$ cat config.mk
export PLATFORM = sky130hd
export DESIGN_NAME = nibble_sbox_block_decipher_top_flat
export DESIGN_NICKNAME = d
export VERILOG_FILES = /design/src/hw/rtl/nsbd_pkg.sv /design/src/hw/rtl/nsbd_if.sv /design/src/hw/rtl/nibble_sbox_block_decipher_top.sv /design/src/hw/rtl/nsbd_round.sv /design/src/flat_wrapper.sv
export SDC_FILE = /design/constraint.sdc
export NUM_CORES = 2
export LEC_CHECK = 0
export BUFFER_PORTS_ARGS = -buffer_cell sky130_fd_sc_hd__clkbuf_2
export CAP_MARGIN = 10
export CORE_AREA = 2 2 655 527
export DETAILED_ROUTE_END_ITERATION = 16
export DIE_AREA = 0 0 657 529
export HOLD_SLACK_MARGIN = 0.12
export SETUP_SLACK_MARGIN = 0.05
export SYNTH_ARGS = -nofsm -noshare
export SYNTH_HDL_FRONTEND = slang
export SYNTH_SLANG_ARGS = --single-unit
$ cat constraint.sdc
create_clock -name clk_i -period 5.5 [get_ports clk_i]
set_input_delay 0.275 -clock clk_i [delete_from_list [all_inputs] [get_ports clk_i]]
set_output_delay 0.275 -clock clk_i [all_outputs]
set_load 0.01 [all_outputs]
$ cat src/hw/rtl/nsbd_pkg.sv
// Package: nibble tables and the round mixing function of the block decipher.
`default_nettype none

package nsbd_pkg;

  typedef logic [3:0]  nib_t;
  typedef logic [63:0] blk_t;

  localparam int unsigned BlkW   = 64;
  localparam int unsigned NibCnt = 16;

  // Output nibble i takes input nibble NIB_PERM[i].
  localparam nib_t NIB_PERM [NibCnt] = '{
    4'd10, 4'd11, 4'd3, 4'd0, 4'd6, 4'd7, 4'd9, 4'd13,
    4'd15, 4'd8, 4'd14, 4'd12, 4'd5, 4'd4, 4'd1, 4'd2
  };

  // Row k substitutes nibble k.
  localparam nib_t NIB_SUB [NibCnt][NibCnt] = '{
    '{4'd8, 4'd9, 4'd5, 4'd12, 4'd13, 4'd2, 4'd10, 4'd3,
      4'd1, 4'd7, 4'd15, 4'd14, 4'd4, 4'd11, 4'd6, 4'd0},
    '{4'd5, 4'd6, 4'd0, 4'd9, 4'd11, 4'd14, 4'd3, 4'd15,
      4'd7, 4'd12, 4'd10, 4'd13, 4'd1, 4'd8, 4'd2, 4'd4},
    '{4'd7, 4'd13, 4'd1, 4'd14, 4'd5, 4'd0, 4'd10, 4'd15,
      4'd11, 4'd2, 4'd9, 4'd12, 4'd4, 4'd6, 4'd8, 4'd3},
    '{4'd8, 4'd12, 4'd2, 4'd11, 4'd9, 4'd6, 4'd3, 4'd4,
      4'd5, 4'd7, 4'd13, 4'd14, 4'd10, 4'd1, 4'd15, 4'd0},
    '{4'd7, 4'd11, 4'd2, 4'd14, 4'd10, 4'd0, 4'd9, 4'd6,
      4'd8, 4'd15, 4'd5, 4'd3, 4'd13, 4'd4, 4'd1, 4'd12},
    '{4'd8, 4'd10, 4'd1, 4'd13, 4'd14, 4'd4, 4'd6, 4'd12,
      4'd0, 4'd5, 4'd3, 4'd9, 4'd7, 4'd11, 4'd15, 4'd2},
    '{4'd2, 4'd13, 4'd6, 4'd9, 4'd4, 4'd11, 4'd14, 4'd7,
      4'd1, 4'd3, 4'd10, 4'd5, 4'd8, 4'd12, 4'd0, 4'd15},
    '{4'd12, 4'd0, 4'd13, 4'd10, 4'd1, 4'd8, 4'd14, 4'd6,
      4'd2, 4'd11, 4'd3, 4'd5, 4'd15, 4'd4, 4'd7, 4'd9},
    '{4'd11, 4'd9, 4'd5, 4'd1, 4'd8, 4'd0, 4'd12, 4'd13,
      4'd3, 4'd15, 4'd7, 4'd4, 4'd2, 4'd10, 4'd6, 4'd14},
    '{4'd1, 4'd12, 4'd9, 4'd14, 4'd5, 4'd13, 4'd0, 4'd8,
      4'd10, 4'd15, 4'd11, 4'd2, 4'd6, 4'd4, 4'd3, 4'd7},
    '{4'd7, 4'd5, 4'd10, 4'd12, 4'd9, 4'd1, 4'd8, 4'd14,
      4'd15, 4'd11, 4'd2, 4'd0, 4'd6, 4'd13, 4'd3, 4'd4},
    '{4'd3, 4'd11, 4'd1, 4'd14, 4'd7, 4'd12, 4'd15, 4'd0,
      4'd5, 4'd10, 4'd2, 4'd9, 4'd8, 4'd13, 4'd4, 4'd6},
    '{4'd8, 4'd5, 4'd12, 4'd9, 4'd1, 4'd4, 4'd14, 4'd0,
      4'd10, 4'd3, 4'd13, 4'd7, 4'd6, 4'd15, 4'd11, 4'd2},
    '{4'd3, 4'd6, 4'd11, 4'd5, 4'd1, 4'd8, 4'd14, 4'd10,
      4'd2, 4'd0, 4'd4, 4'd12, 4'd7, 4'd15, 4'd13, 4'd9},
    '{4'd12, 4'd7, 4'd11, 4'd6, 4'd2, 4'd1, 4'd14, 4'd3,
      4'd5, 4'd0, 4'd15, 4'd9, 4'd10, 4'd8, 4'd4, 4'd13},
    '{4'd7, 4'd8, 4'd15, 4'd5, 4'd13, 4'd4, 4'd12, 4'd11,
      4'd10, 4'd0, 4'd1, 4'd2, 4'd9, 4'd3, 4'd14, 4'd6}
  };

  // Permute the nibbles, then substitute each one through its own row.
  function automatic blk_t round_mix(blk_t blk);
    blk_t res;
    nib_t nib;
    res = '0;
    for (int i = 0; i < NibCnt; i++) begin
      nib = blk[4*int'(NIB_PERM[i]) +: 4];
      res[4*i +: 4] = NIB_SUB[i][nib];
    end
    return res;
  endfunction

endpackage

`default_nettype wire

$ cat src/hw/rtl/nsbd_if.sv
// Interfaces: valid/ready channels for cipher and plain words.
`default_nettype none

interface nsbd_in_if;
  logic                valid;
  logic                ready;
  logic [nsbd_pkg::BlkW-1:0] cipher_block;

  modport source (output valid, output cipher_block, input ready);
  modport sink   (input valid, input cipher_block, output ready);
endinterface

interface nsbd_out_if;
  logic                valid;
  logic                ready;
  logic [nsbd_pkg::BlkW-1:0] plain_block;

  modport source (output valid, output plain_block, input ready);
  modport sink   (input valid, input plain_block, output ready);
endinterface

`default_nettype wire

$ cat src/hw/rtl/nibble_sbox_block_decipher_top.sv
// Top level: key register, APB port and the unrolled round pipeline.
//
//  channel   dir  handshake       payload
//  in_i      in   valid/ready     cipher_block [63:0]
//  out_o     out  valid/ready     plain_block  [63:0]
//  apb       in   psel/penable    cipher_key at byte address 0
//
// One word enters per cycle while the output is ready or a stage is empty;
// one round per register stage. Reset clears the key and all stage valid bits.
// A stalled output holds its word; empty stages ahead of it still fill, so
// words keep entering until every stage holds one.
`default_nettype none

module nibble_sbox_block_decipher_top #(
  parameter int unsigned ROUND_COUNT = 16
) (
  input  wire logic             clk_i,
  input  wire logic             rst_ni,
  nsbd_in_if.sink               in_i,
  nsbd_out_if.source            out_o,
  input  wire logic             psel,
  input  wire logic             penable,
  input  wire logic             pwrite,
  input  wire logic [3:0]       paddr,
  input  wire logic [63:0]      pwdata,
  output logic      [63:0]      prdata,
  output logic                  pready
);

  nsbd_pkg::blk_t key_q;
  nsbd_pkg::blk_t key_d;
  logic           key_sel;

  logic [ROUND_COUNT-1:0] vld;
  nsbd_pkg::blk_t         blk [ROUND_COUNT];
  logic [ROUND_COUNT:0]   adv;

  // Register 0 sits at byte offset 0; paddr[3] set is beyond the map.
  assign key_sel = (paddr[3] == 1'b0);
  assign pready  = 1'b1;
  assign prdata  = key_sel ? key_q : '0;

  always_comb begin
    key_d = key_q;
    if (psel && penable && pwrite && key_sel) begin
      key_d = pwdata;
    end
  end

  always_ff @(posedge clk_i or negedge rst_ni) begin
    if (!rst_ni) begin
      key_q <= '0;
    end else begin
      key_q <= key_d;
    end
  end

  // A stage loads when it is empty or its word moves on.
  assign adv[ROUND_COUNT] = out_o.ready;

  for (genvar s = 0; s < ROUND_COUNT; s++) begin : g_stage
    assign adv[s] = ~vld[s] | adv[s+1];

    if (s == 0) begin : g_first
      nsbd_round #(.STAGE(s)) u_round (
        .clk_i  (clk_i),
        .rst_ni (rst_ni),
        .adv_i  (adv[s]),
        .vld_i  (in_i.valid),
        .blk_i  (in_i.cipher_block),
        .key_i  (key_q),
        .vld_o  (vld[s]),
        .blk_o  (blk[s])
      );
    end else begin : g_next
      nsbd_round #(.STAGE(s)) u_round (
        .clk_i  (clk_i),
        .rst_ni (rst_ni),
        .adv_i  (adv[s]),
        .vld_i  (vld[s-1]),
        .blk_i  (blk[s-1]),
        .key_i  (key_q),
        .vld_o  (vld[s]),
        .blk_o  (blk[s])
      );
    end
  end

  assign in_i.ready        = adv[0];
  assign out_o.valid       = vld[ROUND_COUNT-1];
  assign out_o.plain_block = blk[ROUND_COUNT-1];

  // An accepted word lands in the first stage.
  a_enter: assert property (@(posedge clk_i) disable iff (!rst_ni)
    in_i.valid && in_i.ready |=> vld[0])
    else $error("accepted word missing from first stage");

  // Any empty stage opens the input.
  a_room: assert property (@(posedge clk_i) disable iff (!rst_ni)
    !(&vld) |-> in_i.ready)
    else $error("input stalled with an empty stage");

  // A full pipeline with a stalled output takes nothing.
  a_full: assert property (@(posedge clk_i) disable iff (!rst_ni)
    (&vld) && !out_o.ready |-> !in_i.ready)
    else $error("input taken while pipeline full and stalled");

  // A stalled first stage keeps its word.
  a_hold: assert property (@(posedge clk_i) disable iff (!rst_ni)
    vld[0] && !adv[0] |=> vld[0] && $stable(blk[0]))
    else $error("stalled first stage lost its word");

endmodule

`default_nettype wire

$ cat src/hw/rtl/nsbd_round.sv
// One registered decipher round: permute, substitute, mix in the rotated key.
`default_nettype none

module nsbd_round #(
  parameter int unsigned STAGE = 0
) (
  input  wire logic              clk_i,
  input  wire logic              rst_ni,
  input  wire logic              adv_i,
  input  wire logic              vld_i,
  input  wire nsbd_pkg::blk_t    blk_i,
  input  wire nsbd_pkg::blk_t    key_i,
  output logic                   vld_o,
  output nsbd_pkg::blk_t         blk_o
);

  localparam int unsigned Rot = (4 * (STAGE + 1)) % nsbd_pkg::BlkW;

  logic [2*nsbd_pkg::BlkW-1:0] key_dbl;
  nsbd_pkg::blk_t              rkey;
  nsbd_pkg::blk_t              blk_d;
  nsbd_pkg::blk_t              blk_q;
  logic                        vld_q;

  // Rotate right by a fixed amount per stage.
  assign key_dbl = {key_i, key_i} >> Rot;
  assign rkey    = key_dbl[nsbd_pkg::BlkW-1:0];
  assign blk_d   = nsbd_pkg::round_mix(blk_i) ^ rkey;

  always_ff @(posedge clk_i or negedge rst_ni) begin
    if (!rst_ni) begin
      vld_q <= 1'b0;
    end else if (adv_i) begin
      vld_q <= vld_i;
    end
  end

  always_ff @(posedge clk_i) begin
    if (adv_i && vld_i) begin
      blk_q <= blk_d;
    end
  end

  assign vld_o = vld_q;
  assign blk_o = blk_q;

endmodule

`default_nettype wire
$ cat src/flat_wrapper.sv
// flat-port wrapper written by rule: the top's interface ports become plain ports
module nibble_sbox_block_decipher_top_flat 
#(
  parameter int unsigned ROUND_COUNT = 16
)
  (clk_i, rst_ni, psel, penable, pwrite, paddr, pwdata, prdata, pready, in_i_valid, in_i_cipher_block, in_i_ready, out_o_valid, out_o_plain_block, out_o_ready);
  nsbd_in_if in_i_i ();
  nsbd_out_if out_o_i ();
  input  wire logic clk_i;
  input  wire logic rst_ni;
  input  wire logic psel;
  input  wire logic penable;
  input  wire logic pwrite;
  input  wire logic [3:0] paddr;
  input  wire logic [63:0] pwdata;
  output logic      [63:0] prdata;
  output logic pready;
  input wire logic [$bits(in_i_i.valid)-1:0] in_i_valid;
  input wire logic [$bits(in_i_i.cipher_block)-1:0] in_i_cipher_block;
  output wire logic [$bits(in_i_i.ready)-1:0] in_i_ready;
  output wire logic [$bits(out_o_i.valid)-1:0] out_o_valid;
  output wire logic [$bits(out_o_i.plain_block)-1:0] out_o_plain_block;
  input wire logic [$bits(out_o_i.ready)-1:0] out_o_ready;
  assign in_i_i.valid = in_i_valid;
  assign in_i_i.cipher_block = in_i_cipher_block;
  assign in_i_ready = in_i_i.ready;
  assign out_o_valid = out_o_i.valid;
  assign out_o_plain_block = out_o_i.plain_block;
  assign out_o_i.ready = out_o_ready;
  nibble_sbox_block_decipher_top #(.ROUND_COUNT(ROUND_COUNT)) u_core (.clk_i(clk_i), .rst_ni(rst_ni), .in_i(in_i_i), .out_o(out_o_i), .psel(psel), .penable(penable), .pwrite(pwrite), .paddr(paddr), .pwdata(pwdata), .prdata(prdata), .pready(pready));
endmodule
# [After elaboration in Yosys (flattened, before gate mapping)]
# Memories as Yosys holds them, arrays and structs flattened.
# Cells that the tools add are included.
# W data, S select, Z words.
[totals] ramBits=0 word_cells=1382 n_memories=256 register_bits=1104 mem_bits_ro=16384 latch_bits=0
[memory_table] name="(no name shown)" depth=16 word_bits=4 read_ports=1 rd_clocked_by_memory_dff=0 write_ports=0 line_no="nsbd_pkg.sv:61" source="res[4*i +: 4] = NIB_SUB[i][nib];"
[memory_table] name="(no name shown)" depth=16 word_bits=4 read_ports=1 rd_clocked_by_memory_dff=0 write_ports=0 line_no="nsbd_pkg.sv:61"
[memory_table] name="(no name shown)" depth=16 word_bits=4 read_ports=1 rd_clocked_by_memory_dff=0 write_ports=0 line_no="nsbd_pkg.sv:61"
[memory_table] name="(no name shown)" depth=16 word_bits=4 read_ports=1 rd_clocked_by_memory_dff=0 write_ports=0 line_no="nsbd_pkg.sv:61"
[memory_table] name="(no name shown)" depth=16 word_bits=4 read_ports=1 rd_clocked_by_memory_dff=0 write_ports=0 line_no="nsbd_pkg.sv:61"
[memory_table] name="(no name shown)" depth=16 word_bits=4 read_ports=1 rd_clocked_by_memory_dff=0 write_ports=0 line_no="nsbd_pkg.sv:61"
[memory_table] name="250 more memories"
[classes] n_addsub=0 n_mux=513 eq_ne=0 reduce_logical=19 div=0 n_shift=0 magnitude_cmp=256 mul=0 bitwise_logic=305
[op_table] cell="$mux W4" n=512
[op_table] cell="$ge A5 B5 Y1 const B" n=256
[op_table] cell="$not A4 Y5" n=256
[op_table] cell="$xor A64 B64 Y64" n=16
[op_table] cell="$mux W64" n=1
[op_table] cell="$logic_and A1 B1 Y1" n=19
[op_table] cell="$not A1 Y1" n=17
[op_table] cell="$or A1 B1 Y1" n=16

# [Depth between registers and ports, before layout]
[logic_depth] depth_word=18 ltp_mapped=6 depth_no_buf=6

# [Hierarchy]
# From an unflattened synthesis, not the netlist that was laid out.
[unflattened] hier_cells=7688 area_unflattened_um2=85796.0
[by_module_without_submodules] module="nsbd_round (u_core.g_stage[10].g_next.u_round ...)" cells_per_inst=464 area_each_um2=5157.4 seq_area_each_um2=1946.9 instances=8
[by_module_without_submodules] module="nsbd_round (u_core.g_stage[3].g_next.u_round ...)" cells_per_inst=469 area_each_um2=5158.7 seq_area_each_um2=1946.9 instances=7
[by_module_without_submodules] module="nsbd_round (u_core.g_stage[0].g_first.u_round)" cells_per_inst=460 area_each_um2=5137.4 seq_area_each_um2=1946.9 instances=1
[by_module_without_submodules] module="nibble_sbox_block_decipher_top" cells_per_inst=233 area_each_um2=3288.2 seq_area_each_um2=1601.5 instances=1

# [Worst setup path before layout]
# Ideal clock, no wire load.
[synth_timing] path_kind="reg2reg" from="reg u_core.g_stage[15].g_next.u_round.vld_q" to="reg u_core.g_stage[9].g_next.u_round.blk_q[0] (enable)" synth_period_minus_slack_ns=5.910 setup_slack_ns=-0.410 arrival_time_ns=5.326 path_stages_with_launch=4 path_cell_list="dfrtp_1 -> nand4b_4 -> nor2_1 -> a21boi_0"
[synth_between] elab_chain_cells=9
[synth_rtl] element="start, declared" line_no="nsbd_round.sv:23" source="logic vld_q;"
[synth_rtl] element="start signal, assigned" line_no="nsbd_round.sv:34" source="vld_q <= vld_i;"
[synth_rtl] element="$not A1 Y1" line_no="nibble_sbox_block_decipher_top.sv:62" source="assign adv[s] = ~vld[s] | adv[s+1];"
[synth_rtl] element="$or A1 B1 Y1 (7 in series)" line_no="nibble_sbox_block_decipher_top.sv:62"
[synth_rtl] element="$logic_and A1 B1 Y1" line_no="nsbd_round.sv:39" source="if (adv_i && vld_i) begin"
[synth_rtl] element="end signal, assigned" line_no="nsbd_round.sv:40" source="blk_q <= blk_d;"
[synth_rtl] element="end, declared" line_no="nsbd_round.sv:22" source="nsbd_pkg::blk_t blk_q;"
# No other way between the ends.
# A chain may end at the register's enable or synchronous reset.

# [Worst setup path after layout]
[layout_timing] from="reg u_core.g_stage[14].g_next.u_round.vld_q" to="out in_i_ready"
[layout_between] elab_chain_cells=16
[layout_rtl] element="start, declared" line_no="nsbd_round.sv:23"
[layout_rtl] element="start signal, assigned" line_no="nsbd_round.sv:34"
[layout_rtl] element="$not A1 Y1" line_no="nibble_sbox_block_decipher_top.sv:62"
[layout_rtl] element="$or A1 B1 Y1 (15 in series)" line_no="nibble_sbox_block_decipher_top.sv:62"
[layout_rtl] element="end, declared" line_no="flat_wrapper.sv:20" source="output wire logic [$bits(in_i_i.ready)-1:0] in_i_ready;"
# No other way between the ends.

==> results.cfg <==
[sta]
period_minus_slack_ns = 3.08
clock_skew_ns = 0.0366
timing_hold_violations_final = 0
maxSlewViolCount = 0
fmax_ghz = 0.325
worst-slew-pin-transition_ns = 1.11
timing.max_slew.rel_slack_pct = 25.8
setup_violations = 0
rsz0062_at_grt = no
totalNegativeSetupSlack_ns = 0
finalCritPeriodShare_pct = 55.9

[clocking]
cts.reportedPaths.clkPinSlew_ns = 0.06
clk-insertion-delay-late_ns = 0.81
clockBufferDepth = 3
cts_tree = built
clkSinkCount = 1104
cts.repair.resized = 0
htreeDepth = 4
cts-buffers-inserted = 141
clock-root-buffer = clkbuf_16

[routing]
wire_per_inst_um = 18.7
drt_first_pass_iters = 6
routed_wl_mm = 238
detailroute.via_count = 56662
detailedRoute.firstIterationViolations = 4019
vias_per_cell = 4.46
drt_drc_violations_left = 0
ant_nets = 0

[final_layout]
drive_gt1_share_pct = 12.3
finalInstanceArea_sq_um = 97000
final_cell_mix = ha_1, edfxtp_1, inv_1
design.final.nets = 9280
flow.area_growth_from_synthesis_pct = 14.1
mostFrequentLayoutCell = ha_1

[place]
place.detailed.hpwl_mm = 164
port_buffers = 265
post_dp_cell_area_sq_um = 90700
routability_congestion_estimate = 0.832

[yosys]
synth_ff_type = edfxtp_1
synthDistinctLibCells = 63
synth_sequential_area_ratio_pct = 38.5
yosysTopAreaCellShare_pct = 36.2
yosys.area_share.adder_pct = 16.6
synth_nets = 9115
synth_xor_area_share_pct = 11.7
synth-simple-area-share_pct = 7.48
synth-seq-cells = 1104
synth_top_family_by_area = adder cells
yosysTopAreaCell = edfxtp_1
synthesis.instances = 7850
post_synth_main_area_contributors = edfxtp_1, ha_1, xnor2_1, mux4_2, xor2_1
synth.area.mux_share_pct = 10.1
avgSynthCellArea_sq_um = 10.8
synth_warnings = 0
synth_async_sr_flop_share_pct = 7.25
mappedNetlistArea_sq_um = 85000
synth_enable_flop_cells = 1024
synth-compound-area-share_pct = 9.51

[setup_path]
worst_path_max_delay_cell = nor3_1
number_of_buffers_and_inverters_on_the_critical_path = 2
cp_max_fo = 11
worstSetupStartpointType = register
critical_path.top_delay_family = simple AND/OR/NAND/NOR gates
crit_required_ns = 5.22
cp-end-kind = output port
setup.worst_path.class = register to output port
critical_path.max_stage_delay_ns = 0.54
worst-endpoint-arrival_ns = 2.80
critical_path_cell_by_cell = nand4b_4, or3_4, nor3_1, inv_1, clkbuf_2

[grt]
grt-ovfl-total = 0
grt_pass1_vias = 52149
initial_antenna_violation_count = 17
grt_start_max_net_pins = 66
grt_use_total_pct = 13.3
grt_first_pass_wirelength_mm = 345

[die]
design.die.area_sq_um = 348000
initial_core_util_pct = 25.0
die_height_um = 529
die_x_um = 657
top_level_port_count = 270
core.rowCount = 192
core_region_area_sq_um = 341000

[worst_hold_path]
hold_path_class = input port to register

[pwr]
peakVddDrop_v = 0.000344
static-leakage-power_nw = 39.1
pwr_density_cell_nw_per_um2 = 637

[job]
cap_viol_max_count = 0

[outcome]
status = completed
[metrics by stage]
stage	util, %	cells	worst slack, ns	hold WS [ns]	power [W]
detailed placement	26.6	12284	2.49	0.251	0.0518
floorplan	-	7850	1.28	-0.0206	0.0444
global placement	26.6	12284	2.51	0.247	0.0514
global route	28.5	12695	2.20	0.182	0.0666
finish	28.5	12701	2.42	0.175	0.0618
CTS	28.5	12690	2.27	0.124	0.0621
[registers in the layout, summed over array words and instances, names as in the netlist]
register and count:
u_core.g_stage.g_next.u_round.vld_o 15, u_core.g_stage.g_first.u_round.vld_o 1, u_core.key_q 64, u_core.g_stage.g_next.u_round.blk_o 960, u_core.g_stage.g_first.u_round.blk_o 64
[repair_timing]
action,4_1_cts,5_1_grt
setup buffers,0,0
setup endpoints to repair,0,0
hold endpoints to repair,189,0
hold buffers,147,0
[cells by family (layout without fill, tap and decap cells)]
family,Yosys count,after routing
AO/OA/AOI/OAI,1326,1326
AND/OR/NAND/NOR,1302,1302
buffers and inverters,1273,1554
XOR/XNOR,1134,1134
adder cells (fa/ha/maj),1129,1129
flip-flops,1104,1104
multiplexers,581,581
other,1,12
[cell usage after synthesis (all sizes together), types with 6 or more instances]
| master | n |
|---|---|
| a211o | 9 |
| nor3 | 105 |
| mux4 | 207 |
| nor4bb | 14 |
| xnor2 | 670 |
| or2 | 12 |
| nand2 | 347 |
| o22ai | 33 |
| a21o | 11 |
| nor2b | 214 |
| nand2b | 63 |
| o32ai | 16 |
| and2 | 18 |
| mux2i | 241 |
| a211oi | 136 |
| dfrtp | 80 |
| o21a | 15 |
| xor2 | 464 |
| o221ai | 25 |
| nor3b | 58 |
| buf | 191 |
| a31oi | 64 |
| nor2 | 388 |
| a21oi | 402 |
| a31o | 14 |
| o211ai | 114 |
| o31ai | 23 |
| a221o | 6 |
| or3 | 9 |
| nand3b | 27 |
| clkbuf | 288 |
| o21ai | 371 |
| nor4 | 7 |
| nand3 | 26 |
| a22oi | 12 |
| edfxtp | 1024 |
| a221oi | 51 |
| o311ai | 6 |
| ha | 1126 |
| mux2 | 133 |
| inv | 794 |
[final timing paths]
kind | from | to | slack [ns] | cells past startpoint
min in group asynchronous | rst_ni | u_core.g_stage[12].g_next.u_round.vld_o$_DFFE_PN0P_ | 0.61 | 4
worst max register to register | u_core.g_stage[9].g_next.u_round.vld_o$_DFFE_PN0P_ | u_core.g_stage[0].g_first.u_round.blk_o[3]$_DFFE_PP_ | 2.55 | 5
worst min-delay path | in_i_cipher_block[57] | u_core.g_stage[0].g_first.u_round.blk_o[42]$_DFFE_PP_ | 0.17 | 4
worst max-delay path | u_core.g_stage[14].g_next.u_round.vld_o$_DFFE_PN0P_ | in_i_ready | 2.42 | 5
worst min register to register | u_core.g_stage[2].g_next.u_round.vld_o$_DFFE_PN0P_ | u_core.g_stage[3].g_next.u_round.vld_o$_DFFE_PN0P_ | 0.48 | 1
max in group asynchronous | rst_ni | u_core.key_q[20]$_DFFE_PN0P_ | 3.92 | 4
[per-layer routing]
metal	vias to the layer above	GRT usage (%)	wire length, um
li1	27456	-	-
met4	16	3.91	7140
met1	27635	18.2	111000
met3	301	1.93	11100
met2	1254	21.7	108000
met5	-	0	103
[worst min-delay path, delay by kind of cell]
| family | cells | cell delay, ns |
|---|---|---|
| compound gates | 2 | 0.29 |
| xor+xnor | 1 | 0.14 |
| buf+inv | 1 | 0.15 |
[power breakdown]
group          internal [W]  leakage [nW]  total, W  switching (W)
Sequential           0.0161          10.9    0.0228        0.00675
Combinational        0.0144          25.9    0.0292         0.0148
Clock               0.00571          2.32   0.00973        0.00401
Total                0.0362          39.1    0.0618         0.0256
[final cells by class]
| class | count | area (sq um) |
|---|---|---|
| flip-flops and latches | 1104 | 32800 |
| inverters | 794 | 2980 |
| clock buffers | 170 | 3710 |
| fillers | 35221 | 244000 |
| multi-input cells | 5473 | 47200 |
| repair buffers | 501 | 3490 |
| clock inverters | 89 | 1080 |
| diodes | 11 | 27.5 |
| well taps | 4559 | 5700 |
(Power assumes the default switching activity.)
